### src/hw/rtl/bbn_pkg.sv
// Shared types, constants and helper functions for the edge-normalized 3x3 box blur.
// Used by every module of the block; depends on nothing.
`timescale 1ns / 1ps

package bbn_pkg;

  // Line store depth and the fixed field widths.
  localparam int MAX_WIDTH = 256;
  localparam int SAMPLE_W  = 16;
  localparam int CFG_W     = 9;
  localparam int CFG_IDX_W = 2;

  // The effective width is bounded by the line store depth and by the register range.
  localparam int CFG_MAX   = (1 << CFG_W) - 1;
  localparam int EFF_W_MAX = (MAX_WIDTH < CFG_MAX) ? MAX_WIDTH : CFG_MAX;
  localparam int COL_W     = $clog2(EFF_W_MAX + 1);
  localparam int ROW_W     = CFG_W;
  localparam int ADDR_W    = $clog2(MAX_WIDTH);

  // Saturated samples are at most 2^15, so three of them fit in 17 bits and nine in 19.
  localparam int COLSUM_W = SAMPLE_W + 1;
  localparam int SUM_W    = SAMPLE_W + 3;

  // Division by the neighbor count is a multiply by a rounded-up reciprocal.
  localparam int RECIP_SHIFT = 24;
  localparam int RECIP_W     = RECIP_SHIFT + 1;
  localparam int PROD_W      = SUM_W + RECIP_W;

  localparam logic [RECIP_W-1:0] RECIP_ONE  = RECIP_W'(1 << RECIP_SHIFT);
  localparam logic [RECIP_W-1:0] RECIP_FOUR = RECIP_W'(1 << (RECIP_SHIFT - 2));
  localparam logic [RECIP_W-1:0] RECIP_SIX  = RECIP_W'(((1 << RECIP_SHIFT) + 5) / 6);
  localparam logic [RECIP_W-1:0] RECIP_NINE = RECIP_W'(((1 << RECIP_SHIFT) + 8) / 9);

  localparam logic [SAMPLE_W-1:0] Q_ONE      = SAMPLE_W'(32768);
  localparam logic [CFG_W-1:0]    CFG_RESET  = CFG_W'(256);

  // Command codes and register indexes.
  localparam logic CMD_PUSH  = 1'b0;
  localparam logic CMD_DRAIN = 1'b1;
  localparam logic [CFG_IDX_W-1:0] IDX_FRAME_WIDTH  = CFG_IDX_W'(0);
  localparam logic [CFG_IDX_W-1:0] IDX_FRAME_HEIGHT = CFG_IDX_W'(1);

  // Number of samples averaged for one result.
  typedef enum logic [1:0] {
    CNT_ONE,
    CNT_FOUR,
    CNT_SIX,
    CNT_NINE
  } count_e;

  // Which neighbors of the window center lie inside the frame.
  typedef struct packed {
    logic left;
    logic right;
    logic top;
    logic bot;
  } win_flags_t;

  // One decoded beat, handed from the controller to the line stores.
  typedef struct packed {
    logic                  emit;
    logic                  shift;
    logic                  wr;
    logic                  zero_col;
    logic                  bypass;
    logic                  last;
    win_flags_t            flags;
    logic [ADDR_W-1:0]     addr;
    logic [SAMPLE_W-1:0]   sample;
  } line_req_t;

  // What travels with a window toward the averaging pipeline.
  typedef struct packed {
    logic                last;
    logic                bypass;
    win_flags_t          flags;
    logic [SAMPLE_W-1:0] pass;
  } mean_info_t;

  // Window columns left to right, each with rows top to bottom.
  typedef logic [2:0][2:0][SAMPLE_W-1:0] window_t;

  function automatic logic [RECIP_W-1:0] recip_of(count_e cnt);
    logic [RECIP_W-1:0] r;
    unique case (cnt)
      CNT_ONE:  r = RECIP_ONE;
      CNT_FOUR: r = RECIP_FOUR;
      CNT_SIX:  r = RECIP_SIX;
      CNT_NINE: r = RECIP_NINE;
      default:  r = RECIP_ONE;
    endcase
    return r;
  endfunction

  // Half the count, added before the divide to round to nearest.
  function automatic logic [2:0] half_of(count_e cnt);
    logic [2:0] h;
    unique case (cnt)
      CNT_ONE:  h = 3'd0;
      CNT_FOUR: h = 3'd2;
      CNT_SIX:  h = 3'd3;
      CNT_NINE: h = 3'd4;
      default:  h = 3'd0;
    endcase
    return h;
  endfunction

endpackage

### src/hw/rtl/bbn_mean.sv
// Averaging pipeline: masked column sums, rounding offset, reciprocal multiply, output beat.
// Depends on bbn_pkg.
`timescale 1ns / 1ps

module bbn_mean (
  input  logic                         clk_i,
  input  logic                         rst_ni,
  input  logic                         s2_valid_i,
  input  bbn_pkg::mean_info_t          info_i,
  input  bbn_pkg::window_t             win_i,
  output logic                         s3_ready_o,
  output logic                         out_valid_o,
  input  logic                         out_stall_i,
  output logic [bbn_pkg::SAMPLE_W-1:0] blurred_o,
  output logic                         frame_last_o
);

  logic [2:0][bbn_pkg::COLSUM_W-1:0] colsum, colsum_q;
  bbn_pkg::mean_info_t               info3_q;
  bbn_pkg::count_e                   cnt;
  logic [bbn_pkg::SUM_W-1:0]         n_d, n_q;
  logic [bbn_pkg::RECIP_W-1:0]       recip_q;
  logic [bbn_pkg::PROD_W-1:0]        prod_q;
  logic [bbn_pkg::SAMPLE_W-1:0]      blurred_q;
  logic                              last4_q, last5_q, last_out_q;
  logic                              s3_v_q, s4_v_q, s5_v_q, out_v_q;
  logic                              s3_ready, s4_ready, s5_ready, out_ready;

  // Each stage takes a beat when it is empty or its beat moves on.
  assign out_ready  = !out_v_q || !out_stall_i;
  assign s5_ready   = !s5_v_q || out_ready;
  assign s4_ready   = !s4_v_q || s5_ready;
  assign s3_ready   = !s3_v_q || s4_ready;
  assign s3_ready_o = s3_ready;

  // Column sums over the rows that lie inside the frame.
  always_comb begin
    for (int k = 0; k < 3; k++) begin
      colsum[k] = bbn_pkg::COLSUM_W'(win_i[k][1])
                + (info_i.flags.top ? bbn_pkg::COLSUM_W'(win_i[k][0]) : '0)
                + (info_i.flags.bot ? bbn_pkg::COLSUM_W'(win_i[k][2]) : '0);
    end
  end

  // Neighbor count from the edge flags.
  always_comb begin
    priority if (info3_q.bypass) begin
      cnt = bbn_pkg::CNT_ONE;
    end else if ((info3_q.flags.left && info3_q.flags.right) &&
                 (info3_q.flags.top && info3_q.flags.bot)) begin
      cnt = bbn_pkg::CNT_NINE;
    end else if ((info3_q.flags.left && info3_q.flags.right) ||
                 (info3_q.flags.top && info3_q.flags.bot)) begin
      cnt = bbn_pkg::CNT_SIX;
    end else begin
      cnt = bbn_pkg::CNT_FOUR;
    end
  end

  // Window sum plus half the count; a pass-through sample goes in unchanged.
  assign n_d = info3_q.bypass ? bbn_pkg::SUM_W'(info3_q.pass)
             : bbn_pkg::SUM_W'(colsum_q[1])
             + (info3_q.flags.left  ? bbn_pkg::SUM_W'(colsum_q[0]) : '0)
             + (info3_q.flags.right ? bbn_pkg::SUM_W'(colsum_q[2]) : '0)
             + bbn_pkg::SUM_W'(bbn_pkg::half_of(cnt));

  // Stage valids.
  always_ff @(posedge clk_i or negedge rst_ni) begin
    if (!rst_ni) begin
      s3_v_q  <= 1'b0;
      s4_v_q  <= 1'b0;
      s5_v_q  <= 1'b0;
      out_v_q <= 1'b0;
    end else begin
      if (s3_ready) begin
        s3_v_q <= s2_valid_i;
      end
      if (s4_ready) begin
        s4_v_q <= s3_v_q;
      end
      if (s5_ready) begin
        s5_v_q <= s4_v_q;
      end
      if (out_ready) begin
        out_v_q <= s5_v_q;
      end
    end
  end

  // Payload: sums, then the reciprocal product, then the quotient in the output register.
  always_ff @(posedge clk_i) begin
    if (s3_ready && s2_valid_i) begin
      colsum_q <= colsum;
      info3_q  <= info_i;
    end
    if (s4_ready && s3_v_q) begin
      n_q     <= n_d;
      recip_q <= bbn_pkg::recip_of(cnt);
      last4_q <= info3_q.last;
    end
    if (s5_ready && s4_v_q) begin
      prod_q  <= bbn_pkg::PROD_W'(n_q) * bbn_pkg::PROD_W'(recip_q);
      last5_q <= last4_q;
    end
    if (out_ready && s5_v_q) begin
      blurred_q  <= prod_q[bbn_pkg::RECIP_SHIFT +: bbn_pkg::SAMPLE_W];
      last_out_q <= last5_q;
    end
  end

  assign out_valid_o  = out_v_q;
  assign blurred_o    = blurred_q;
  assign frame_last_o = last_out_q;

  // The quotient fits the output field and never exceeds one.
  a_mean_in_range: assert property (@(posedge clk_i) disable iff (!rst_ni)
    s5_v_q |-> ((prod_q >> bbn_pkg::RECIP_SHIFT) <= bbn_pkg::PROD_W'(bbn_pkg::Q_ONE)))
    else $error("averaged value out of range");

endmodule
### config.mk
export PLATFORM = sky130hd
export DESIGN_NAME = bbn_mean
export DESIGN_NICKNAME = d
export VERILOG_FILES = /design/src/hw/rtl/bbn_pkg.sv /design/src/hw/rtl/bbn_mean.sv
export SDC_FILE = /design/constraint.sdc
export NUM_CORES = 1
export LEC_CHECK = 0
export ABC_AREA = 0
export BUFFER_PORTS_ARGS = -buffer_cell sky130_fd_sc_hd__buf_4
export CAP_MARGIN = 20
export CORE_MARGIN = 10
export CORE_UTILIZATION = 50
export CTS_CLUSTER_SIZE = 8
export DETAILED_ROUTE_END_ITERATION = 7
export PLACE_DENSITY = 0.72
export SLEW_MARGIN = 20
export SYNTH_ARGS = -nofsm -noshare
export SYNTH_HDL_FRONTEND = slang
export SYNTH_SLANG_ARGS = --single-unit
### constraint.sdc
create_clock -name clk_i -period 5.5 [get_ports clk_i]
set_input_delay 0.55 -clock clk_i [delete_from_list [all_inputs] [get_ports clk_i]]
set_output_delay 0.55 -clock clk_i [all_outputs]
set_load 0.01 [all_outputs]
# Yosys cells after proc, flatten, opt, wreduce, memory -nomap -nowiden
# Cells that the tools add are included.
[totals]
ff_bits = 180
word_cells = 67
out_inout_bits = 19
inputBits = 170
[classes]
eq_ne = 3
multipliers = 1
n_reduce_logical = 18
n_mux = 14
addsub = 9
[op_table]
columns = ["cell", "n"]
rows = [
  ["$mux 16", 7],
  ["$pmux 25 s4", 1],
  ["$add 16x16->17", 3],
  ["$add 17x16->17", 3],
  ["$mul 19x25->40", 1],
  ["$mux 17", 2],
  ["$add 18x17->19", 1],
  ["$add 19x3->19", 1],
  ["$add 17x17->18", 1],
  ["$pmux 3 s4", 1],
  ["$logic_and 1x1->1", 7],
  ["$mux 2", 3],
  ["$logic_not 1->1", 5],
  ["$logic_or 1x1->1", 5],
  ["$eq 2x2->1 const B", 2],
  ["$eq 2x1->1 const B", 1],
  ["$logic_not 2->1", 1],
]

# Logic depth before layout (Yosys ltp)
[logic_depth]
ltp_word = 9
mapped_depth = 25
depth_no_buf = 22

# Least setup slack after synthesis
# OpenSTA, ideal clock, no wires.
[synth_timing]
path_type = "register to register"
start = "reg recip_q[20] in the netlist's numbering"
end = "reg prod_q[33] in the netlist's numbering, data pin"
arrival_ps = 5792
required_time_ps = 5238
stages_incl_launch_ff = 23
n_path_buf = 2
synth_period_minus_slack_ps = 6054
path_slack_ps = -554
setup_ps = 262
cell_sequence = "edfxtp_1 clkbuf_1 clkbuf_1 nand2_1 fa_1 fa_1 inv_1 fa_1 inv_1 fa_1 inv_1 fa_1 inv_1 fa_1 inv_1 ha_1 a21oi_1 o21ai_0 a221oi_1 o21ai_0 nor3_1 o31ai_1 xnor2_1"
[synth_via]
elab_chain_cells = 1
[synth_lines]
columns = ["element", "line", "rtl"]
rows = [
  ["start, declared", "bbn_mean.sv:22", "logic [bbn_pkg::RECIP_W-1:0] recip_q;"],
  ["start signal, assigned", "bbn_mean.sv:98", "recip_q <= bbn_pkg::recip_of(cnt);"],
  ["$mul 19x25->40", "bbn_mean.sv:102", "prod_q <= bbn_pkg::PROD_W'(n_q) * bbn_pkg::PROD_W'(recip_q);"],
  ["end signal, assigned", "bbn_mean.sv:102", ""],
  ["end, declared", "bbn_mean.sv:23", "logic [bbn_pkg::PROD_W-1:0] prod_q;"],
]
# Every way passes these cells.
# A chain may end at the register's enable or synchronous reset.

# Worst setup path in the final report
[layout_timing]
start = "reg recip_q[19] in the netlist's numbering"
end = "reg prod_q[39] in the netlist's numbering, data pin"
# The elaborated chain is that of the path after synthesis.

==> impl_metrics.xml <==
<?xml version="1.0" encoding="UTF-8"?>
<metrics>
  <group name="clocking">
    <metric name="cts_buffer_depth" unit="">2</metric>
    <metric name="cts_inserted_buffers" unit="">17</metric>
    <metric name="cts_tree" unit="">done</metric>
    <metric name="clock_latency" unit="ns">0.44</metric>
    <metric name="cts.htree.levels" unit="">4</metric>
    <metric name="worst_setup_hold_path_clk_slew" unit="ns">0.07</metric>
    <metric name="clock-sinks" unit="">136</metric>
    <metric name="clock_tree.root_cell" unit="">sky130_fd_sc_hd__clkbuf_16</metric>
  </group>
  <group name="global_route">
    <metric name="grt_start_max_net_pins" unit="">63</metric>
    <metric name="antenna_found_initial" unit="">0</metric>
    <metric name="grtUsageTotal" unit="">0.214</metric>
    <metric name="wire_length_of_the_first_global_routing_pass" unit="mm">80.1</metric>
    <metric name="vias_in_the_first_global_route" unit="">15900</metric>
    <metric name="grt-ovfl-total" unit="">0</metric>
  </group>
  <group name="route">
    <metric name="wl_cell" unit="µm">17.6</metric>
    <metric name="postRouteWirelength" unit="mm">49.2</metric>
    <metric name="postRouteAntennaNets" unit="">0</metric>
    <metric name="drc_errors" unit="">0</metric>
    <metric name="route.layer.met1.wl" unit="mm">20.3</metric>
    <metric name="route.met2.wl" unit="mm">25.2</metric>
    <metric name="top_layer" unit="">met4</metric>
    <metric name="routed_via_density" unit="">5.08</metric>
    <metric name="wl_met3" unit="mm">1.66</metric>
    <metric name="detailedRoute.firstIterationViolations" unit="">761</metric>
    <metric name="routed-via-count" unit="">14200</metric>
    <metric name="drt_pre_antenna_iters" unit="">5</metric>
  </group>
  <group name="floorplanning">
    <metric name="floorplan.core_area" unit="mm²">0.0379</metric>
    <metric name="rows" unit="">71</metric>
    <metric name="initial_core_util" unit="">0.510</metric>
    <metric name="die_h" unit="µm">217</metric>
    <metric name="horizontal_die_dimension" unit="µm">217</metric>
    <metric name="ioPinCount" unit="">189</metric>
    <metric name="die-area" unit="mm²">0.0469</metric>
  </group>
  <group name="worst_setup_path">
    <metric name="crit_top_cell" unit="">sky130_fd_sc_hd__fa_1</metric>
    <metric name="reg2regPathDepth" unit="">21</metric>
    <metric name="r2r-end" unit="">prod_q[39]</metric>
    <metric name="r2r_setup_slack" unit="ns">-0.36</metric>
    <metric name="worstPathMaxFanout" unit="">9</metric>
    <metric name="worst_path_required_time" unit="ns">5.69</metric>
    <metric name="worstSetupStartpointType" unit="">flop</metric>
    <metric name="worstReg2RegStart" unit="">recip_q[19]</metric>
    <metric name="setup.worst_path.class" unit="">flop to flop</metric>
    <metric name="critPathMaxStageDelay" unit="ns">0.55</metric>
    <metric name="crit_path_top_delay_cell" unit="">sky130_fd_sc_hd__fa_1</metric>
    <metric name="cp_data_arrival_time" unit="ns">6.05</metric>
    <metric name="worst_setup_path_end_kind" unit="">flop</metric>
    <metric name="cp_cell_sequence" unit="">buf_4 -&gt; and2_1 -&gt; fa_1 -&gt; fa_1 -&gt; inv_1 -&gt; fa_1 -&gt; xor2_1 -&gt; ha_1 -&gt; o21bai_1 -&gt; fa_1 -&gt; inv_1 -&gt; fa_1 -&gt; inv_1 -&gt; ha_4 -&gt; nand4_1 -&gt; or3_4 -&gt; a211o_1 -&gt; nor3b_2 -&gt; buf_4 -&gt; o21ai_2 -&gt; xnor2_1</metric>
  </group>
  <group name="synth">
    <metric name="syn-instance-count" unit="">1911</metric>
    <metric name="async_flop_share" unit="">0.0294</metric>
    <metric name="synthesis.area" unit="mm²">0.0193</metric>
    <metric name="ys_types" unit="">56</metric>
    <metric name="syn-num-nets" unit="">2607</metric>
    <metric name="synth_area_leaders" unit="">sky130_fd_sc_hd__fa_1 (30%), sky130_fd_sc_hd__edfxtp_1 (20%), sky130_fd_sc_hd__ha_1 (15%)</metric>
    <metric name="share_of_the_synthesized_area_in_the_top_cell_type" unit="">0.303</metric>
    <metric name="post-synth-top-count-cell" unit="">sky130_fd_sc_hd__inv_1</metric>
    <metric name="syn-mean-instance-area" unit="µm²">10.1</metric>
    <metric name="synth_area_leader_cell" unit="">sky130_fd_sc_hd__fa_1</metric>
    <metric name="synth_top_flop_cell" unit="">sky130_fd_sc_hd__edfxtp_1</metric>
    <metric name="synth-edff-count" unit="">132</metric>
    <metric name="yosys-top-cells-count" unit="">sky130_fd_sc_hd__inv_1 (436), sky130_fd_sc_hd__fa_1 (293), sky130_fd_sc_hd__ha_1 (233), sky130_fd_sc_hd__and2_1 (175), sky130_fd_sc_hd__edfxtp_1 (132)</metric>
    <metric name="synth-warning-count" unit="">0</metric>
    <metric name="yosysSeqAreaShare" unit="">0.210</metric>
    <metric name="ys_seq_elements" unit="">136</metric>
  </group>
  <group name="timing">
    <metric name="whs" unit="ns">0.282</metric>
    <metric name="final-max-slew-violation-count" unit="">0</metric>
    <metric name="worst-slew-pin-transition" unit="ns">0.846</metric>
    <metric name="final_critical_path_setup_slack" unit="ns">-0.360</metric>
    <metric name="timing.slew.headroom" unit="">0.436</metric>
    <metric name="rsz0062_at_grt" unit="">yes</metric>
    <metric name="post-route-min-period" unit="ns">5.86</metric>
    <metric name="finalCritPeriodShare" unit="">1.07</metric>
    <metric name="fmax" unit="GHz">0.171</metric>
    <metric name="timing_hold_violations_final" unit="">0</metric>
    <metric name="timing.final.setup_violations" unit="">16</metric>
    <metric name="fin_worst_skew" unit="ns">0.0111</metric>
  </group>
  <group name="final_layout">
    <metric name="diodes" unit="">0</metric>
    <metric name="nNetsFinal" unit="">2973</metric>
    <metric name="syn2layout_area_growth" unit="%">23.1</metric>
    <metric name="layout-drive-gt1-share" unit="">0.221</metric>
    <metric name="post-route-util" unit="">0.627</metric>
    <metric name="filler_cell_count" unit="">3109</metric>
    <metric name="design_area" unit="mm²">0.0238</metric>
  </group>
  <group name="placement">
    <metric name="dp_hpwl" unit="mm">43.2</metric>
    <metric name="post_dp_cell_area" unit="mm²">0.0228</metric>
    <metric name="globalplace.congestion" unit="">0.962</metric>
    <metric name="dp_worst_setup_slack" unit="ns">-0.500</metric>
    <metric name="buffer_ports.inserted" unit="">188</metric>
  </group>
  <group name="worst_hold_path">
    <metric name="timing.hold.worst_path_depth" unit="">1</metric>
    <metric name="holdCritStartpoint" unit="">info_i[15]</metric>
    <metric name="hold_end" unit="">info3_q[15]</metric>
    <metric name="worst_hold_class" unit="">input pin to flop</metric>
  </group>
  <group name="run_status">
    <metric name="violations" unit="">negative setup slack</metric>
    <metric name="status" unit="">finished with violations</metric>
  </group>
  <group name="flow_run">
    <metric name="drv.max_cap_violation_count" unit="">0</metric>
  </group>
</metrics>
-- critical path: cells and delay by family (launching register included) --
| family | cells | cell delay, ns |
|---|---|---|
| buffers and inverters | 5 | 0.53 |
| DFF | 1 | 0.40 |
| AOI/OAI and AO/OA | 3 | 0.58 |
| adders and majority gates | 7 | 3.02 |
| xor gates and xnor gates | 2 | 0.24 |
| and+or+nand+nor | 4 | 0.88 |
-- registers in the layout (all words and copies together) (netlist names), 5 cells and up --
| register | flops |
|---|---|
| prod_q | 16 |
| info3_q | 22 |
| colsum_q | 51 |
| blurred_o | 16 |
| n_q | 19 |
| recip_q | 5 |
-- routing by layer --
metal	global-route usage	vias up
met5	0	-
met4	0.0902	0
met3	0.0306	84
met2	0.389	306
met1	0.247	6993
li1	-	6838
-- stage by stage --
stage,cells,TNS [ns]
finish,2801,-3.72
global route,2801,-7.59
CTS,2796,-3.98
detailed placement,2760,-5.21
global placement,2760,-4.43
floorplan,1911,-0.127
-- repair_timing --
item                                    4_1_cts  5_1_grt
endpoints found under the hold margin         4        0
resized for setup                            31       38
gates cloned                                  0        0
hold buffers                                  1        0
buffers inserted                              3        5
pin swaps                                    12       21
endpoints found under the setup margin       16       16
-- final cells by class --
class / instances / area [µm²] / share of cell area
multi-input cells: 1304 / 13900 / 0.585
clock buffers: 17 / 425 / 0.0179
inverters: 436 / 1640 / 0.0688
well taps: 511 / 639 / 0.0269
clock inverters: 15 / 206 / 0.00868
flip-flops and latches: 136 / 4060 / 0.171
repair buffers: 382 / 2910 / 0.122
-- worst max path at each step --
stage                      startpoint         end  slack [ns]  cells after the start
after global routing      recip_q[21]  prod_q[35]       -0.60                     24
after CTS                 recip_q[20]  prod_q[39]       -0.36                     23
after floorplan           recip_q[21]  prod_q[39]       -0.05                     21
after global placement    recip_q[19]  prod_q[35]       -0.48                     20
after detailed placement  recip_q[19]  prod_q[35]       -0.50                     20
final                     recip_q[19]  prod_q[39]       -0.36                     21
-- cell families (layout without fill, tap and decap cells) --
logic type	count (synthesis)	count (layout)	share of synthesized area
and+or+nand+nor	435	435	0.118
muxes	3	3	0.00175
adders and majority gates	526	526	0.454
AOI/OAI and AO/OA	260	260	0.0884
DFF	136	136	0.210
xor gates and xnor gates	80	80	0.0362
buffers and inverters	471	850	0.0915
-- placed cells by master, fill, tap and decap left out, types with 5 or more instances in the layout --
cell / synthesis / final
sky130_fd_sc_hd__ha_1: 233 / 225
sky130_fd_sc_hd__inv_2: 0 / 5
sky130_fd_sc_hd__a211oi_1: 9 / 9
sky130_fd_sc_hd__a21oi_1: 63 / 52
sky130_fd_sc_hd__and3_1: 5 / 5
sky130_fd_sc_hd__o21bai_1: 14 / 12
sky130_fd_sc_hd__nand4_1: 12 / 12
sky130_fd_sc_hd__fa_1: 293 / 278
sky130_fd_sc_hd__ha_4: 0 / 8
sky130_fd_sc_hd__buf_4: 0 / 376
sky130_fd_sc_hd__nand2_1: 114 / 108
sky130_fd_sc_hd__o21ai_1: 1 / 7
sky130_fd_sc_hd__edfxtp_1: 132 / 132
sky130_fd_sc_hd__nor2_2: 0 / 5
sky130_fd_sc_hd__a31oi_1: 9 / 8
sky130_fd_sc_hd__nand2b_1: 14 / 13
sky130_fd_sc_hd__nand2_2: 1 / 6
sky130_fd_sc_hd__and2_4: 0 / 6
sky130_fd_sc_hd__nor2b_1: 9 / 9
sky130_fd_sc_hd__nand3b_1: 5 / 5
sky130_fd_sc_hd__fa_2: 0 / 15
sky130_fd_sc_hd__and2_1: 175 / 169
sky130_fd_sc_hd__nor3_1: 21 / 18
sky130_fd_sc_hd__clkbuf_16: 0 / 17
sky130_fd_sc_hd__inv_1: 436 / 431
sky130_fd_sc_hd__inv_6: 0 / 5
sky130_fd_sc_hd__o31ai_1: 10 / 7
sky130_fd_sc_hd__o21a_1: 23 / 23
sky130_fd_sc_hd__a21o_1: 28 / 28
sky130_fd_sc_hd__o211ai_1: 5 / 5
sky130_fd_sc_hd__xnor2_1: 47 / 47
sky130_fd_sc_hd__o21ai_0: 64 / 54
sky130_fd_sc_hd__nor2_1: 54 / 48
sky130_fd_sc_hd__xor2_1: 33 / 33
sky130_fd_sc_hd__a21oi_2: 0 / 10
sky130_fd_sc_hd__nand3_1: 9 / 9
Power is not shown: default switching activity piles up to over one toggle a cycle in this logic, so the estimate is an artifact.
