**config.mk**
```make
export PLATFORM = sky130hd
export DESIGN_NAME = bbn_ctrl
export DESIGN_NICKNAME = d
export VERILOG_FILES = /design/src/hw/rtl/bbn_pkg.sv /design/src/hw/rtl/bbn_ctrl.sv
export SDC_FILE = /design/constraint.sdc
export NUM_CORES = 1
export LEC_CHECK = 0
export BUFFER_PORTS_ARGS = -buffer_cell sky130_fd_sc_hd__buf_2
export CORE_ASPECT_RATIO = 1.25
export CORE_MARGIN = 10
export CORE_UTILIZATION = 61
export DETAILED_ROUTE_END_ITERATION = 10
export PLACE_DENSITY = 0.85
export SYNTH_ARGS = -nofsm -noshare
export SYNTH_HDL_FRONTEND = slang
export SYNTH_SLANG_ARGS = --single-unit
```
**constraint.sdc**
```tcl
create_clock -name clk_i -period 4.7 [get_ports clk_i]
set_input_delay 0.235 -clock clk_i [delete_from_list [all_inputs] [get_ports clk_i]]
set_output_delay 0.235 -clock clk_i [all_outputs]
set_load 0.01 [all_outputs]
```
**src/hw/rtl/bbn_pkg.sv**
```systemverilog
// Shared types, constants and helper functions for the edge-normalized 3x3 box blur.
// Used by every module of the block; depends on nothing.
`timescale 1ns / 1ps

package bbn_pkg;

  // Line store depth and the fixed field widths.
  localparam int MAX_WIDTH = 256;
  localparam int SAMPLE_W  = 16;
  localparam int CFG_W     = 9;
  localparam int CFG_IDX_W = 2;

  // The effective width is bounded by the line store depth and by the register range.
  localparam int CFG_MAX   = (1 << CFG_W) - 1;
  localparam int EFF_W_MAX = (MAX_WIDTH < CFG_MAX) ? MAX_WIDTH : CFG_MAX;
  localparam int COL_W     = $clog2(EFF_W_MAX + 1);
  localparam int ROW_W     = CFG_W;
  localparam int ADDR_W    = $clog2(MAX_WIDTH);

  // Saturated samples are at most 2^15, so three of them fit in 17 bits and nine in 19.
  localparam int COLSUM_W = SAMPLE_W + 1;
  localparam int SUM_W    = SAMPLE_W + 3;

  // Division by the neighbor count is a multiply by a rounded-up reciprocal.
  localparam int RECIP_SHIFT = 24;
  localparam int RECIP_W     = RECIP_SHIFT + 1;
  localparam int PROD_W      = SUM_W + RECIP_W;

  localparam logic [RECIP_W-1:0] RECIP_ONE  = RECIP_W'(1 << RECIP_SHIFT);
  localparam logic [RECIP_W-1:0] RECIP_FOUR = RECIP_W'(1 << (RECIP_SHIFT - 2));
  localparam logic [RECIP_W-1:0] RECIP_SIX  = RECIP_W'(((1 << RECIP_SHIFT) + 5) / 6);
  localparam logic [RECIP_W-1:0] RECIP_NINE = RECIP_W'(((1 << RECIP_SHIFT) + 8) / 9);

  localparam logic [SAMPLE_W-1:0] Q_ONE      = SAMPLE_W'(32768);
  localparam logic [CFG_W-1:0]    CFG_RESET  = CFG_W'(256);

  // Command codes and register indexes.
  localparam logic CMD_PUSH  = 1'b0;
  localparam logic CMD_DRAIN = 1'b1;
  localparam logic [CFG_IDX_W-1:0] IDX_FRAME_WIDTH  = CFG_IDX_W'(0);
  localparam logic [CFG_IDX_W-1:0] IDX_FRAME_HEIGHT = CFG_IDX_W'(1);

  // Number of samples averaged for one result.
  typedef enum logic [1:0] {
    CNT_ONE,
    CNT_FOUR,
    CNT_SIX,
    CNT_NINE
  } count_e;

  // Which neighbors of the window center lie inside the frame.
  typedef struct packed {
    logic left;
    logic right;
    logic top;
    logic bot;
  } win_flags_t;

  // One decoded beat, handed from the controller to the line stores.
  typedef struct packed {
    logic                  emit;
    logic                  shift;
    logic                  wr;
    logic                  zero_col;
    logic                  bypass;
    logic                  last;
    win_flags_t            flags;
    logic [ADDR_W-1:0]     addr;
    logic [SAMPLE_W-1:0]   sample;
  } line_req_t;

  // What travels with a window toward the averaging pipeline.
  typedef struct packed {
    logic                last;
    logic                bypass;
    win_flags_t          flags;
    logic [SAMPLE_W-1:0] pass;
  } mean_info_t;

  // Window columns left to right, each with rows top to bottom.
  typedef logic [2:0][2:0][SAMPLE_W-1:0] window_t;

  function automatic logic [RECIP_W-1:0] recip_of(count_e cnt);
    logic [RECIP_W-1:0] r;
    unique case (cnt)
      CNT_ONE:  r = RECIP_ONE;
      CNT_FOUR: r = RECIP_FOUR;
      CNT_SIX:  r = RECIP_SIX;
      CNT_NINE: r = RECIP_NINE;
      default:  r = RECIP_ONE;
    endcase
    return r;
  endfunction

  // Half the count, added before the divide to round to nearest.
  function automatic logic [2:0] half_of(count_e cnt);
    logic [2:0] h;
    unique case (cnt)
      CNT_ONE:  h = 3'd0;
      CNT_FOUR: h = 3'd2;
      CNT_SIX:  h = 3'd3;
      CNT_NINE: h = 3'd4;
      default:  h = 3'd0;
    endcase
    return h;
  endfunction

endpackage

```
**src/hw/rtl/bbn_ctrl.sv**
```systemverilog
// Frame controller: configuration registers, raster counters and per-beat decode.
// Depends on bbn_pkg.
`timescale 1ns / 1ps

module bbn_ctrl (
  input  logic                          clk_i,
  input  logic                          rst_ni,
  input  logic                          cfg_we_i,
  input  logic [bbn_pkg::CFG_IDX_W-1:0] cfg_index_i,
  input  logic [bbn_pkg::CFG_W-1:0]     cfg_wdata_i,
  input  logic                          in_valid_i,
  input  logic                          command_i,
  input  logic [bbn_pkg::SAMPLE_W-1:0]  sample_i,
  input  logic                          s1_ready_i,
  output bbn_pkg::line_req_t            req_o
);

  logic [bbn_pkg::CFG_W-1:0]    width_q, height_q;
  logic [bbn_pkg::COL_W-1:0]    col_q, col_d, eff_w, w_m1;
  logic [bbn_pkg::ROW_W-1:0]    row_q, row_d, eff_h, h_m1;
  logic                         bypass, accept, cfg_hit;
  logic [bbn_pkg::SAMPLE_W-1:0] sample_sat;

  // Effective frame size: zero acts as one, width is capped by the line store depth.
  always_comb begin
    if (width_q == '0) begin
      eff_w = bbn_pkg::COL_W'(1);
    end else if (width_q > bbn_pkg::CFG_W'(bbn_pkg::EFF_W_MAX)) begin
      eff_w = bbn_pkg::COL_W'(bbn_pkg::EFF_W_MAX);
    end else begin
      eff_w = bbn_pkg::COL_W'(width_q);
    end
  end

  assign eff_h      = (height_q == '0) ? bbn_pkg::ROW_W'(1) : height_q;
  assign w_m1       = eff_w - bbn_pkg::COL_W'(1);
  assign h_m1       = eff_h - bbn_pkg::ROW_W'(1);
  assign bypass     = (eff_w < bbn_pkg::COL_W'(3)) || (eff_h < bbn_pkg::ROW_W'(3));
  assign accept     = in_valid_i && s1_ready_i;
  assign cfg_hit    = cfg_we_i && (cfg_index_i == bbn_pkg::IDX_FRAME_WIDTH ||
                                   cfg_index_i == bbn_pkg::IDX_FRAME_HEIGHT);
  assign sample_sat = (sample_i > bbn_pkg::Q_ONE) ? bbn_pkg::Q_ONE : sample_i;

  // Decode the beat against the raster position and work out the next position.
  always_comb begin
    req_o        = '0;
    req_o.addr   = bbn_pkg::ADDR_W'(col_q);
    req_o.sample = sample_sat;
    col_d        = col_q;
    row_d        = row_q;
    priority if (bypass) begin
      // Small frames pass each pushed sample straight through.
      if (command_i == bbn_pkg::CMD_PUSH) begin
        req_o.emit   = 1'b1;
        req_o.bypass = 1'b1;
        req_o.last   = (col_q == w_m1) && (row_q == h_m1);
        if (req_o.last) begin
          col_d = '0;
          row_d = '0;
        end else if (col_q == w_m1) begin
          col_d = '0;
          row_d = row_q + bbn_pkg::ROW_W'(1);
        end else begin
          col_d = col_q + bbn_pkg::COL_W'(1);
        end
      end
    end else if (row_q < eff_h) begin
      // Frame input: every push updates the line stores and the window.
      if (command_i == bbn_pkg::CMD_PUSH) begin
        req_o.shift = 1'b1;
        req_o.wr    = 1'b1;
        if (col_q == '0) begin
          // Result for the last column of the row before the previous one.
          req_o.emit        = (row_q >= bbn_pkg::ROW_W'(2));
          req_o.flags.left  = 1'b1;
          req_o.flags.right = 1'b0;
          req_o.flags.top   = (row_q >= bbn_pkg::ROW_W'(3));
          req_o.flags.bot   = 1'b1;
        end else begin
          req_o.emit        = (row_q >= bbn_pkg::ROW_W'(1));
          req_o.flags.left  = (col_q >= bbn_pkg::COL_W'(2));
          req_o.flags.right = 1'b1;
          req_o.flags.top   = (row_q >= bbn_pkg::ROW_W'(2));
          req_o.flags.bot   = 1'b1;
        end
        if (col_q == w_m1) begin
          col_d = '0;
          row_d = row_q + bbn_pkg::ROW_W'(1);
        end else begin
          col_d = col_q + bbn_pkg::COL_W'(1);
        end
      end
    end else begin
      // Drain: virtual row below the frame, one column past the right edge at the end.
      if (command_i == bbn_pkg::CMD_DRAIN) begin
        req_o.shift    = 1'b1;
        req_o.emit     = 1'b1;
        req_o.zero_col = (col_q == eff_w);
        req_o.last     = (col_q == eff_w);
        if (col_q == '0) begin
          req_o.flags.left  = 1'b1;
          req_o.flags.right = 1'b0;
          req_o.flags.top   = 1'b1;
          req_o.flags.bot   = 1'b1;
        end else begin
          req_o.flags.left  = (col_q >= bbn_pkg::COL_W'(2));
          req_o.flags.right = (col_q != eff_w);
          req_o.flags.top   = 1'b1;
          req_o.flags.bot   = 1'b0;
        end
        if (req_o.last) begin
          col_d = '0;
          row_d = '0;
        end else begin
          col_d = col_q + bbn_pkg::COL_W'(1);
        end
      end
    end
  end

  // Registers and counters; any register write restarts the frame.
  always_ff @(posedge clk_i or negedge rst_ni) begin
    if (!rst_ni) begin
      width_q  <= bbn_pkg::CFG_RESET;
      height_q <= bbn_pkg::CFG_RESET;
      col_q    <= '0;
      row_q    <= '0;
    end else if (cfg_hit) begin
      if (cfg_index_i == bbn_pkg::IDX_FRAME_WIDTH) begin
        width_q <= cfg_wdata_i;
      end else begin
        height_q <= cfg_wdata_i;
      end
      col_q <= '0;
      row_q <= '0;
    end else if (accept) begin
      col_q <= col_d;
      row_q <= row_d;
    end
  end

  // The raster position never runs past the frame it belongs to.
  a_pos_in_frame: assert property (@(posedge clk_i) disable iff (!rst_ni)
    (col_q <= eff_w) && (row_q <= eff_h))
    else $error("raster position outside the frame");

endmodule

```
# Word level (Yosys, flattened, before mapping)
# Cells that the tools add are included.
# word_totals
reg_bits,36
in_bits,33
word_cells,85
# op_classes
add_sub_neg,4
n_lt_le_gt_ge,9
eq_ne,7
mux,44
bitwise_logic,1
reduce_logical,16
# op_table
op,n
2-to-1 mux 9 bit,23
== test 9 bit,3
">= comparator 9 x 2 -> 1 bit, second input constant",3
zero test 9 bit,3
2-to-1 mux 4 bit,5
"adder 9 x 1 -> 9 bit, second input constant",2
"less-than comparator 9 x 2 -> 1 bit, second input constant",2
"subtractor 9 x 1 -> 9 bit, second input constant",2
"> comparator 16 bit, second input constant",1
2-to-1 mux 16 bit,1
">= comparator 9 x 1 -> 1 bit, second input constant",1
"> comparator 9 bit, second input constant",1
less-than comparator 9 bit,1
2-to-1 mux 1 bit,9
inequality test 9 bit,1
nonzero test 4 bit,2
2-to-1 mux 2 bit,3
2-to-1 mux 3 bit,2
2-to-1 mux 5 bit,1
AND reduction 5 bit,1
AND reduction 2 bit,2
AND reduction 4 bit,1
logical AND 1 bit,3
"inequality test 3 x 2 -> 1 bit, second input constant",1
other kinds (6),7

# Logic depth before layout (Yosys ltp)
# Gate-level depths: netlist of the first run.
# logic_depth
word_depth,11
depth_mapped,14

# Worst setup path after synthesis of the first run
# OpenSTA, ideal clock, no wires.
# synth_timing
path_kind,reg2reg
startpoint,reg width_q[5] in the netlist's numbering
endpoint,reg row_q[4] in the netlist's numbering
t_arrival_ns,3.064
setup_slack_ns,1.506
stages_incl_launch_ff,13
path_buffers,2
synth_period_minus_slack_ns,3.194
cell_sequence,dfrtp_1 buf_6 or4_4 a2bb2oi_2 ha_1 xnor2_1 xnor2_1 or3_2 a2111oi_4 clkbuf_8 nand4_1 a41oi_1 o41ai_1
# synth_between
elab_chain_len,11
elab_cells_between_ends,22
# synth_rtl
element,line,text
from (decl),bbn_ctrl.sv:18,"logic [bbn_pkg::CFG_W-1:0] width_q, height_q;"
from (signal assigned),bbn_ctrl.sv:124,width_q <= bbn_pkg::CFG_RESET;
from (signal assigned),bbn_ctrl.sv:130,width_q <= cfg_wdata_i;
> comparator 9 bit,bbn_ctrl.sv:28,end else if (width_q > bbn_pkg::CFG_W'(bbn_pkg::EFF_W_MAX)) begin
2-to-1 mux 9 bit,bbn_ctrl.sv:28,
2-to-1 mux 9 bit (*),bbn_ctrl.sv:26,if (width_q == '0) begin
subtractor 9 x 1 -> 9 bit,bbn_ctrl.sv:36,assign w_m1 = eff_w - bbn_pkg::COL_W'(1);
== test 9 bit,"bbn_ctrl.sv:56, bbn_ctrl.sv:60, bbn_ctrl.sv:86",
2-to-1 mux 9 bit / logical AND 1 bit (equally long branches),--,
2-to-1 mux 9 bit (on tied branches) (2 in a row),--,
2-to-1 mux 9 bit,bbn_ctrl.sv:51,priority if (bypass) begin
2-to-1 mux 9 bit,bbn_ctrl.sv:136,end else if (accept) begin
2-to-1 mux 9 bit,bbn_ctrl.sv:128,end else if (cfg_hit) begin
to (signal assigned),bbn_ctrl.sv:138,row_q <= row_d;
to (decl),bbn_ctrl.sv:20,"logic [bbn_pkg::ROW_W-1:0] row_q, row_d, eff_h, h_m1;"
# Every way passes the cells marked *; elsewhere a longest branch is shown, timed or not. The select of a mux whose other input is x is not followed.
# A chain may end at the register's enable or synchronous reset.

# Final worst setup path of the first run
# layout_timing
startpoint,reg height_q[4] in the netlist's numbering
endpoint,reg row_q[4] in the netlist's numbering
# layout_between
elab_chain_len,10
elab_cells_between_ends,19
# layout_rtl
element,line,text
from (decl),bbn_ctrl.sv:18,
from (signal assigned),bbn_ctrl.sv:125,height_q <= bbn_pkg::CFG_RESET;
from (signal assigned),bbn_ctrl.sv:132,height_q <= cfg_wdata_i;
zero test 9 bit,bbn_ctrl.sv:35,assign eff_h = (height_q == '0) ? bbn_pkg::ROW_W'(1) : height_q;
2-to-1 mux 9 bit (*),bbn_ctrl.sv:35,
subtractor 9 x 1 -> 9 bit,bbn_ctrl.sv:37,assign h_m1 = eff_h - bbn_pkg::ROW_W'(1);
== test 9 bit,bbn_ctrl.sv:56,req_o.last = (col_q == w_m1) && (row_q == h_m1);
logical AND 1 bit,bbn_ctrl.sv:56,
2-to-1 mux 9 bit,bbn_ctrl.sv:57,if (req_o.last) begin
2-to-1 mux 9 bit,bbn_ctrl.sv:53,if (command_i == bbn_pkg::CMD_PUSH) begin
2-to-1 mux 9 bit,bbn_ctrl.sv:51,
2-to-1 mux 9 bit,bbn_ctrl.sv:136,
2-to-1 mux 9 bit,bbn_ctrl.sv:128,
# Marked as above.

==> results of run 1 <==
==> layout by cell type (no fill, tap or decap), types with 6 or more instances in the layout <==
master	instances
nor2_1	23
mux2_2	17
nand4_1	9
a31oi_1	10
dfrtp_1	34
o21ai_0	20
nand3_1	12
inv_1	22
a21oi_1	13
buf_2	66
nand2_1	25
nor2b_1	17
xnor2_1	20
nand2b_1	6
nor3_1	11
clkbuf_8	6
ha_1	18
==> cell families (layout without fill, tap and decap cells) <==
group,count (synthesis),in the layout,share of synthesized area (%)
and+or+nand+nor,151,151,25.6
DFF,36,36,25.9
AOI/OAI and AO/OA,98,98,22.3
adders and majority gates,18,18,6.46
xor gates and xnor gates,23,23,5.77
muxes,18,18,5.77
buffers and inverters,56,97,8.14
==> final cells by class <==
| type | instances | area [µm²] | share of cell area, % |
|---|---|---|---|
| repair buffers | 66 | 330 | 8.71 |
| multi-input cells | 308 | 2300 | 60.7 |
| well taps | 64 | 80.1 | 2.11 |
| inverters | 23 | 86.3 | 2.28 |
| clock buffers | 8 | 90.1 | 2.38 |
| flip-flops and latches | 36 | 903 | 23.8 |
==> power breakdown <==
| group | internal [W] | leakage (nW) | switching, W |
|---|---|---|---|
| logic | 0.000168 | 1.12 | 0.000197 |
| clock network | 0.000120 | 0.0455 | 0.000111 |
| registers | 0.000345 | 0.457 | 0.0000824 |
==> cell usage after synthesis (all sizes together) (13+ instances only) <==
cell / number
buf: 18
inv: 22
nor2: 23
nor2b: 17
dfrtp: 34
o21ai: 22
ha: 18
mux2: 17
xnor2: 20
clkbuf: 15
a21oi: 13
nand2: 25
==> how the worst max path moves through the flow <==
stage,endpoint,depth (start not counted),slack (ns),from
floorplan,row_q[4],12,1.51,width_q[5]
global route,row_q[4],11,0.33,height_q[4]
detailed placement,row_q[4],11,0.90,height_q[4]
global placement,col_q[3],12,1.03,height_q[4]
CTS,req_o[25],12,0.81,height_q[4]
finish,row_q[4],11,0.74,height_q[4]
==> per-layer routing <==
layer,up-vias,part of all wire (%),track usage [%]
met2,154,51,34.3
met4,0,2.8,8.33
met3,24,7.0,4.43
met1,1556,39,24.5
li1,1556,-,-
met5,-,0,0
==> registers in the layout, summed over array words and instances (netlist names) <==
signal / cells
height_q: 9
col_q: 9
row_q: 9
width_q: 9
==> through the flow <==
stage               instance area [µm²]  hold WS, ns
finish                             3790       0.0420
global route                       3790        0.103
CTS                                3790       0.0742
detailed placement                 3700        0.382
global placement                   3700        0.375
floorplan                          3490      -0.0606
==> worst register-to-register path: stages, from the launching register on <==
cell and delay, ns:
dfrtp_1 0.47, nor4_2 0.60, a31oi_1 0.20, inv_1 0.09, ha_1 0.13, nand2b_1 0.09
a21oi_1 0.06, o41ai_1 0.71, a21oi_1 0.28, nor3_2 0.56, nand2_1 0.27, o41ai_1 0.39
==> impl_metrics.ini, run 1 <==
[flow_run]
max_cap_violations = 0

[clock_tree]
cts_made_buffers = 5
numClockSinks = 36
ctsResizeCount = 0
cts_htree_levels = 2
cts_tree = yes
cts-root-buf = clkbuf_8
post_cts_buffers = 0
clockBufferDepth = 2
postCtsHoldBufs = 0
clkSlewWorstSetupHoldPaths_ns = 0.08
clk_latency_ns = 0.29

[timing]
timing.final.crit_share_pct = 84.3
fin_crit_ns = 3.96
setup_violations = 0
finalHoldViolations = 0
relSlewSlack_pct = 40.9
fmax_ghz = 0.252
totalNegativeSetupSlack_ns = 0
skew_ns = 0.00704
rsz0062_at_grt = no
setup_ws_ns = 0.738
slew_viol_final = 0
tightest_slew_ns = 0.874

[die]
num_rows = 30
core-area_um2 = 5480
dieArea_um2 = 9160
die_width_um = 87.6
die_height_um = 105
initial_core_util_pct = 63.7
io_pins = 67

[global_route]
grt_use_total_pct = 20.6
grt_pass1_vias = 3192
grt_max_degree = 37
antenna_found_initial = 0
grt_pass1_wl_um = 16000
overflow = 0

[power]
irDropWorstVdd_mv = 0.241
leakage_nw = 1.63
power_w = 0.00102
power_density_nw_per_um2 = 270

[critical_path]
slowest_delay_ns = 0.71
slowest_stage = o41ai_1
worstPathCellList = nor4_2, a31oi_1, inv_1, ha_1, nand2b_1, a21oi_1, o41ai_1, a21oi_1, nor3_2, nand2_1, o41ai_1
regToRegStartpoint = height_q[4]
setup.worst_path.end_class = register
critical_path_class = register to register
path_buf_inv = 1
crit_family = compound AO/OA/AOI/OAI gates
reg2regPathDepth = 11
r2r_slack_ns = 0.74
crit_required_ns = 4.87
r2r-end = row_q[4]
path_max_fanout = 8
worst_ep_arrival_time_ns = 4.13
start_kind = register

[synthesis]
ys.flop_type = dfrtp_1
yosys.area.top_type_share_pct = 24.4
synthesis.nets = 451
synth_cells = 400
syn_area_um2 = 3490
synth_area_leader_cell = dfrtp_1
synth_seq_cells = 36
synth-edff-count = 0
yosys_warnings = 0
yosys.cell_types.count = 81
ys_seq_area_share_pct = 25.9
synth_area_per_cell_um2 = 8.72
async_flop_share_pct = 100
synthTopCellsByArea = dfrtp_1 24%, ha_1 6.5%, mux2_2 5.5%, xnor2_1 5.0%, nor2b_1 3.0%

[layout]
insertedDiodeCount = 0
syn2layout_area_growth_pct = 8.68
post-route-util_pct = 69.2
layout.nets = 491
fin_cells = 505
drive_gt1_share_pct = 26.3
fill_cells = 459

[placement]
dp_cells = 497
post-place-ws_ns = 0.901
portBuffers = 66
routabilityCongestion = 0.934
hpwl_um = 7290

[outcome]
status = completed

[detailed_routing]
viasPerCell = 6.51
wl_per_cell_um = 18.9
drt_first_pass_iters = 5
num_vias = 3290
totalWireLength_um = 9550
drc_errors = 0
drtAntennaViolNets = 0
drt-initial-drc-count = 233

[min_path]
hold_class = input pin to async pin
(Power assumes the default switching activity.)
==> run 2, diff against run 1 <==
--- a/config.mk
+++ b/config.mk
@@ -8,9 +8,9 @@
 export BUFFER_PORTS_ARGS = -buffer_cell sky130_fd_sc_hd__buf_2
 export CORE_ASPECT_RATIO = 1.25
 export CORE_MARGIN = 10
-export CORE_UTILIZATION = 61
+export CORE_UTILIZATION = 51
 export DETAILED_ROUTE_END_ITERATION = 10
-export PLACE_DENSITY = 0.85
+export PLACE_DENSITY = 0.75
 export SYNTH_ARGS = -nofsm -noshare
 export SYNTH_HDL_FRONTEND = slang
 export SYNTH_SLANG_ARGS = --single-unit
==> constraint.sdc (replaced) <==
create_clock -name clk_i -period 3.5 [get_ports clk_i]
set_input_delay 0.175 -clock clk_i [delete_from_list [all_inputs] [get_ports clk_i]]
set_output_delay 0.175 -clock clk_i [all_outputs]
set_load 0.01 [all_outputs]
==> run 2 against run 1 <==
Against the previous run:
- the flow now finishes with violations (hold timing)
- setup slack got worse by 0.48 ns
- first-iteration DRC count decreased by 32%
- design area increased by 4.6%
- clock skew increased by 0.0051 ns
==> impl_metrics.ini, run 2 (synthesis gave the netlist of run 1 again) <==
[timing]
fin_crit_ns = 3.25
skew_ns = 0.0121
fmax_ghz = 0.308
finalHoldViolations = 34
timing.hold.ws_ns = -0.0301
setup_ws_ns = 0.255
timing.final.crit_share_pct = 92.7
totalNegativeSetupSlack_ns = 0
setup_violations = 0
relSlewSlack_pct = 43.5
rsz0062_at_grt = no
tightest_slew_ns = 0.847
slew_viol_final = 0

[min_path]
hold_class = input pin to async pin

[global_route]
top_usage_layer = met2
grt_pass1_wl_um = 15700
grt_pass1_vias = 3314
met1_usage_pct = 19.0
overflow = 0
grt.met2_usage_pct = 32.9
antenna_found_initial = 0
grtUsageMet3_pct = 3.40
grt_max_degree = 37
grt_use_total_pct = 17.7

[clock_tree]
clk_latency_ns = 0.30
clkSlewWorstSetupHoldPaths_ns = 0.09
cts_made_buffers = 5
cts-root-buf = clkbuf_8
numClockSinks = 36
cts_htree_levels = 2
cts_tree = yes
clockBufferDepth = 2
postCtsHoldBufs = 0

[critical_path]
path_buf_inv = 1
worst_path_most_repeated_cell = a2111oi_4
path_max_fanout = 14
worstPathCellList = or4_1, a2bb2oi_2, ha_1, nand4bb_1, a21oi_1, or3_1, nand3_1, a2111oi_4, buf_4, a2111oi_4, nand2b_1, a31oi_1
r2r_slack_ns = 0.25
worst_ep_arrival_time_ns = 3.47
slowest_stage = a2111oi_4
critical_path_class = register to register
crit_family = simple AND/OR/NAND/NOR gates
setup.worst_path.end_class = register
crit_required_ns = 3.73
slowest_delay_ns = 0.57
start_kind = register

[power]
p_comb_share_pct = 37.6
swShare_pct = 37.3
irDropWorstVdd_mv = 0.317
seq_power_share_pct = 36.6
p_sw_w = 0.000548
leakage_nw = 1.71
power_w = 0.00147
power_density_nw_per_um2 = 371
power_frac_clock_pct = 25.8
p_int_w = 0.000923

[placement]
post-place-ws_ns = 0.296
hpwl_um = 7320
routabilityCongestion = 0.849
portBuffers = 66

[detailed_routing]
viasPerCell = 5.98
num_vias = 3252
drt-initial-drc-count = 158
drt_first_pass_iters = 4
totalWireLength_um = 9440
drtAntennaViolNets = 0
drc_errors = 0
wl_per_cell_um = 17.4

[die]
die_height_um = 112
core-area_um2 = 6610
die_width_um = 94.0
num_rows = 33
io_pins = 67
dieArea_um2 = 10600
initial_core_util_pct = 52.8

[outcome]
violations = hold timing
status = complete, but fails checks

[layout]
mostFrequentLayoutCells = 66 x buf_2, 34 x dfrtp_1, 25 x nand2_1
syn2layout_area_growth_pct = 13.7
fill_cells = 605
layout.nets = 507
final_common_cell = buf_2
insertedDiodeCount = 0
drive_gt1_share_pct = 29.5

[flow_run]
max_cap_violations = 0
## run 2: cell types whose count changed in the layout (fill, tap and decap cells not counted), sizes merged
cell      previous run  this run
buf                 66        82
clkbuf               8         5
bufinv               0         1
clkinv               1         2
clkinvlp             0         1
## run 2: routing by layer
metal	vias to the layer above	routed length, µm
met4	0	227
met3	16	471
met5	-	0
li1	1589	-
met1	1539	3690
met2	108	5050
## run 2: area by class of cell
cell class	count	area, µm²	share of cell area (%)
multi-input combinational	308	2310	58.1
sequential	36	903	22.8
timing repair buffer	82	450	11.4
clock buffer	5	68.8	1.74
tap	87	109	2.74
inverter	23	86.3	2.18
clock inverter	3	42.5	1.07
## run 2: final timing paths
kind / start / end / depth (start not counted)
worst max-delay path: width_q[8] / col_q[6] / 12
worst min-delay path: rst_ni / height_q[3] / 1
worst max register to register: width_q[8] / col_q[6] / 12
worst min register to register: width_q[0] / width_q[0] / 1
max in group asynchronous: rst_ni / width_q[1] / 1
min in group clk_i: cfg_wdata_i[0] / height_q[0] / 2
## run 2: through the flow
| stage | area (µm²) | utilization [%] | std cells |
|---|---|---|---|
| floorplan | 3490 | - | 400 |
| global placement | 3830 | 57.9 | 533 |
| detailed placement | 3830 | 57.9 | 533 |
| CTS | 3940 | 59.6 | 541 |
| global route | 3970 | 60.0 | 544 |
| finish | 3970 | 60.0 | 544 |
## run 2: timing repair
item                                    CTS  global route
resized for setup                         0             1
endpoints found under the setup margin    0             3
buffers inserted                          0             3
## run 2: power by group through the flow
| stage | logic, W | registers, W | clock network, W |
|---|---|---|---|
| final | 0.000553 | 0.000539 | 0.000379 |
| after global routing | 0.000615 | 0.000548 | 0.000399 |
| after CTS | 0.000554 | 0.000536 | 0.000383 |
| after detailed placement | 0.000548 | 0.000544 | 0 |
| after global placement | 0.000533 | 0.000541 | 0 |
| after floorplan | 0.000427 | 0.000511 | 0 |
==> run 3, diff against run 2 <==
--- a/config.mk
+++ b/config.mk
@@ -8,9 +8,9 @@
 export BUFFER_PORTS_ARGS = -buffer_cell sky130_fd_sc_hd__buf_2
 export CORE_ASPECT_RATIO = 1.25
 export CORE_MARGIN = 10
-export CORE_UTILIZATION = 51
+export CORE_UTILIZATION = 57
 export DETAILED_ROUTE_END_ITERATION = 10
-export PLACE_DENSITY = 0.75
+export PLACE_DENSITY = 0.8
 export SYNTH_ARGS = -nofsm -noshare
 export SYNTH_HDL_FRONTEND = slang
 export SYNTH_SLANG_ARGS = --single-unit
==> constraint.sdc (replaced) <==
create_clock -name clk_i -period 3.1 [get_ports clk_i]
set_input_delay 0.155 -clock clk_i [delete_from_list [all_inputs] [get_ports clk_i]]
set_output_delay 0.155 -clock clk_i [all_outputs]
set_load 0.01 [all_outputs]
==> run 3 against run 2 <==
Against the previous run:
- the flow finishes with violations (setup timing)
- register-to-register slack got worse by 0.29 ns
- routed wire length rose by 15%
- global-route usage rose by 2.0 points
- sequential power rose by 9.6%
- combinational power rose by 46%
- power rose by 25%
- utilization rose by 18 points
- flip-flop and latch count did not move
- sequential share of layout area fell by 2.9 points
- critical endpoint is now row_q[7]
==> impl_metrics.ini, run 3 (synthesis gave the netlist of run 1 again) <==
[outcome]
status = complete, but fails checks
violations = setup timing

[die]
die_width_um = 90.0
core-area_um2 = 5860
io_pins = 67
die_height_um = 107
initial_core_util_pct = 59.6
num_rows = 31
dieArea_um2 = 9670

[global_route]
antenna_found_initial = 0
overflow = 0
grt_max_degree = 37
grt_pass1_wl_um = 16200
grt_use_total_pct = 19.7
grt_pass1_vias = 3253

[layout]
syn2layout_area_growth_pct = 30.7
drive_gt1_share_pct = 41.6
layout.nets = 538
final_common_cell = buf_2
fill_cells = 363
design_area_um2 = 4560
post-route-util_pct = 77.9
seqCellArea_um2 = 906
multi_input_area_um2 = 2620
insertedDiodeCount = 0
mostFrequentLayoutCells = 67 x buf_2, 37 x buf_4, 32 x dfrtp_1
fin_cells = 570

[critical_path]
slowest_delay_ns = 0.57
worst-path-stages = 12
setup.worst_path.end = row_q[7]
start_kind = register
setup.worst_path.end_class = register
crit_required_ns = 3.28
worst_ep_arrival_time_ns = 3.31
critical_path_class = register to register
reg2regPathDepth = 12
regToRegStartpoint = width_q[4]
slowest_stage = or4_4
startpoint = width_q[4]
r2r_slack_ns = -0.03
worstPathCellList = or4_4, a2bb2oi_4, ha_4, xnor2_2, xnor2_1, or3_4, a2111oi_4, clkbuf_16, buf_4, nand4_1, a41oi_2, o41ai_2
path_buf_inv = 2
crit_family = simple AND/OR/NAND/NOR gates
r2r-end = row_q[7]
path_max_fanout = 6

[clock_tree]
cts_tree = yes
cts_made_buffers = 5
cts-root-buf = clkbuf_8
clk_latency_ns = 0.30
cts_htree_levels = 2
numClockSinks = 36
clkSlewWorstSetupHoldPaths_ns = 0.09
clockBufferDepth = 2

[power]
power_density_nw_per_um2 = 404
irDropWorstVdd_mv = 0.370
leakage_nw = 1.97

[timing]
tightest_slew_ns = 0.846
rsz0062_at_grt = yes
setup_violations = 4
slew_viol_final = 0
skew_ns = 0.00686
fin_crit_ns = 3.13
relSlewSlack_pct = 43.6
fmax_ghz = 0.319
finalHoldViolations = 0
totalNegativeSetupSlack_ns = -0.0512
setup_ws_ns = -0.0307
timing.final.crit_share_pct = 101

[flow_run]
max_cap_violations = 0

[placement]
dp_cells = 543
hpwl_um = 7610
portBuffers = 66
placed_cell_area_um2 = 3960
routabilityCongestion = 0.884

[detailed_routing]
drtAntennaViolNets = 0
viasPerCell = 6.21
num_vias = 3538
wl_per_cell_um = 19.1
drt-initial-drc-count = 231
drc_errors = 0
totalWireLength_um = 10900
drt_first_pass_iters = 5

[min_path]
hold_class = input pin to register
-- run 3: layout make-up --
type                    instances  area share, %
inverters                      23           1.89
clock buffers                   5           1.51
flip-flops and latches         36           19.9
clock inverters                 3           1.02
multi-input cells             309           57.5
well taps                      82           2.25
repair buffers                112           16.0
-- run 3: power by group --
group          internal (W)  switching (W)
Clock              0.000243       0.000201
Combinational      0.000376       0.000430
Sequential         0.000525      0.0000663
Total               0.00114       0.000697
-- run 3: timing repair --
item	4_1_cts	5_1_grt
endpoints found under the setup margin	5	26
hold buffers	1	0
endpoints found under the hold margin	34	0
resized for setup	9	57
cloned	0	2
pin swaps	4	22
setup buffers	6	12
-- run 3: how the worst min path moves through the flow --
| stage | cells past startpoint | start | endpoint | slack (ns) |
|---|---|---|---|---|
| 4_1_cts | 2 | cfg_wdata_i[4] | height_q[4] | 0.10 |
| 3_5_place_dp | 1 | rst_ni | row_q[4] | 0.31 |
| 5_1_grt | 2 | cfg_wdata_i[4] | height_q[4] | 0.1 |
| 2_1_floorplan | 0 | rst_ni | col_q[0] | -0.14 |
| 6_report | 2 | cfg_wdata_i[4] | height_q[4] | 0.10 |
| 3_3_place_gp | 1 | rst_ni | height_q[2] | 0.31 |
-- run 3: routing by layer --
| layer | GRT usage (%) | share of wire (%) | vias up |
|---|---|---|---|
| li1 | - | - | 1648 |
| met4 | 6.26 | 4.2 | 0 |
| met3 | 3.70 | 6.1 | 37 |
| met2 | 36.5 | 52 | 163 |
| met1 | 22.3 | 38 | 1690 |
| met5 | 0 | 0 | - |
-- run 3: metrics by stage --
step | total power (W) | hold slack [ns] | setup WS (ns)
after floorplan | 0.00107 | -0.141 | 0.00132
after global routing | 0.00194 | 0.0961 | -0.169
after CTS | 0.00173 | 0.103 | 0.0140
after global placement | 0.00124 | 0.307 | 0.0912
after detailed placement | 0.00127 | 0.308 | 0.0304
final | 0.00184 | 0.103 | -0.0307
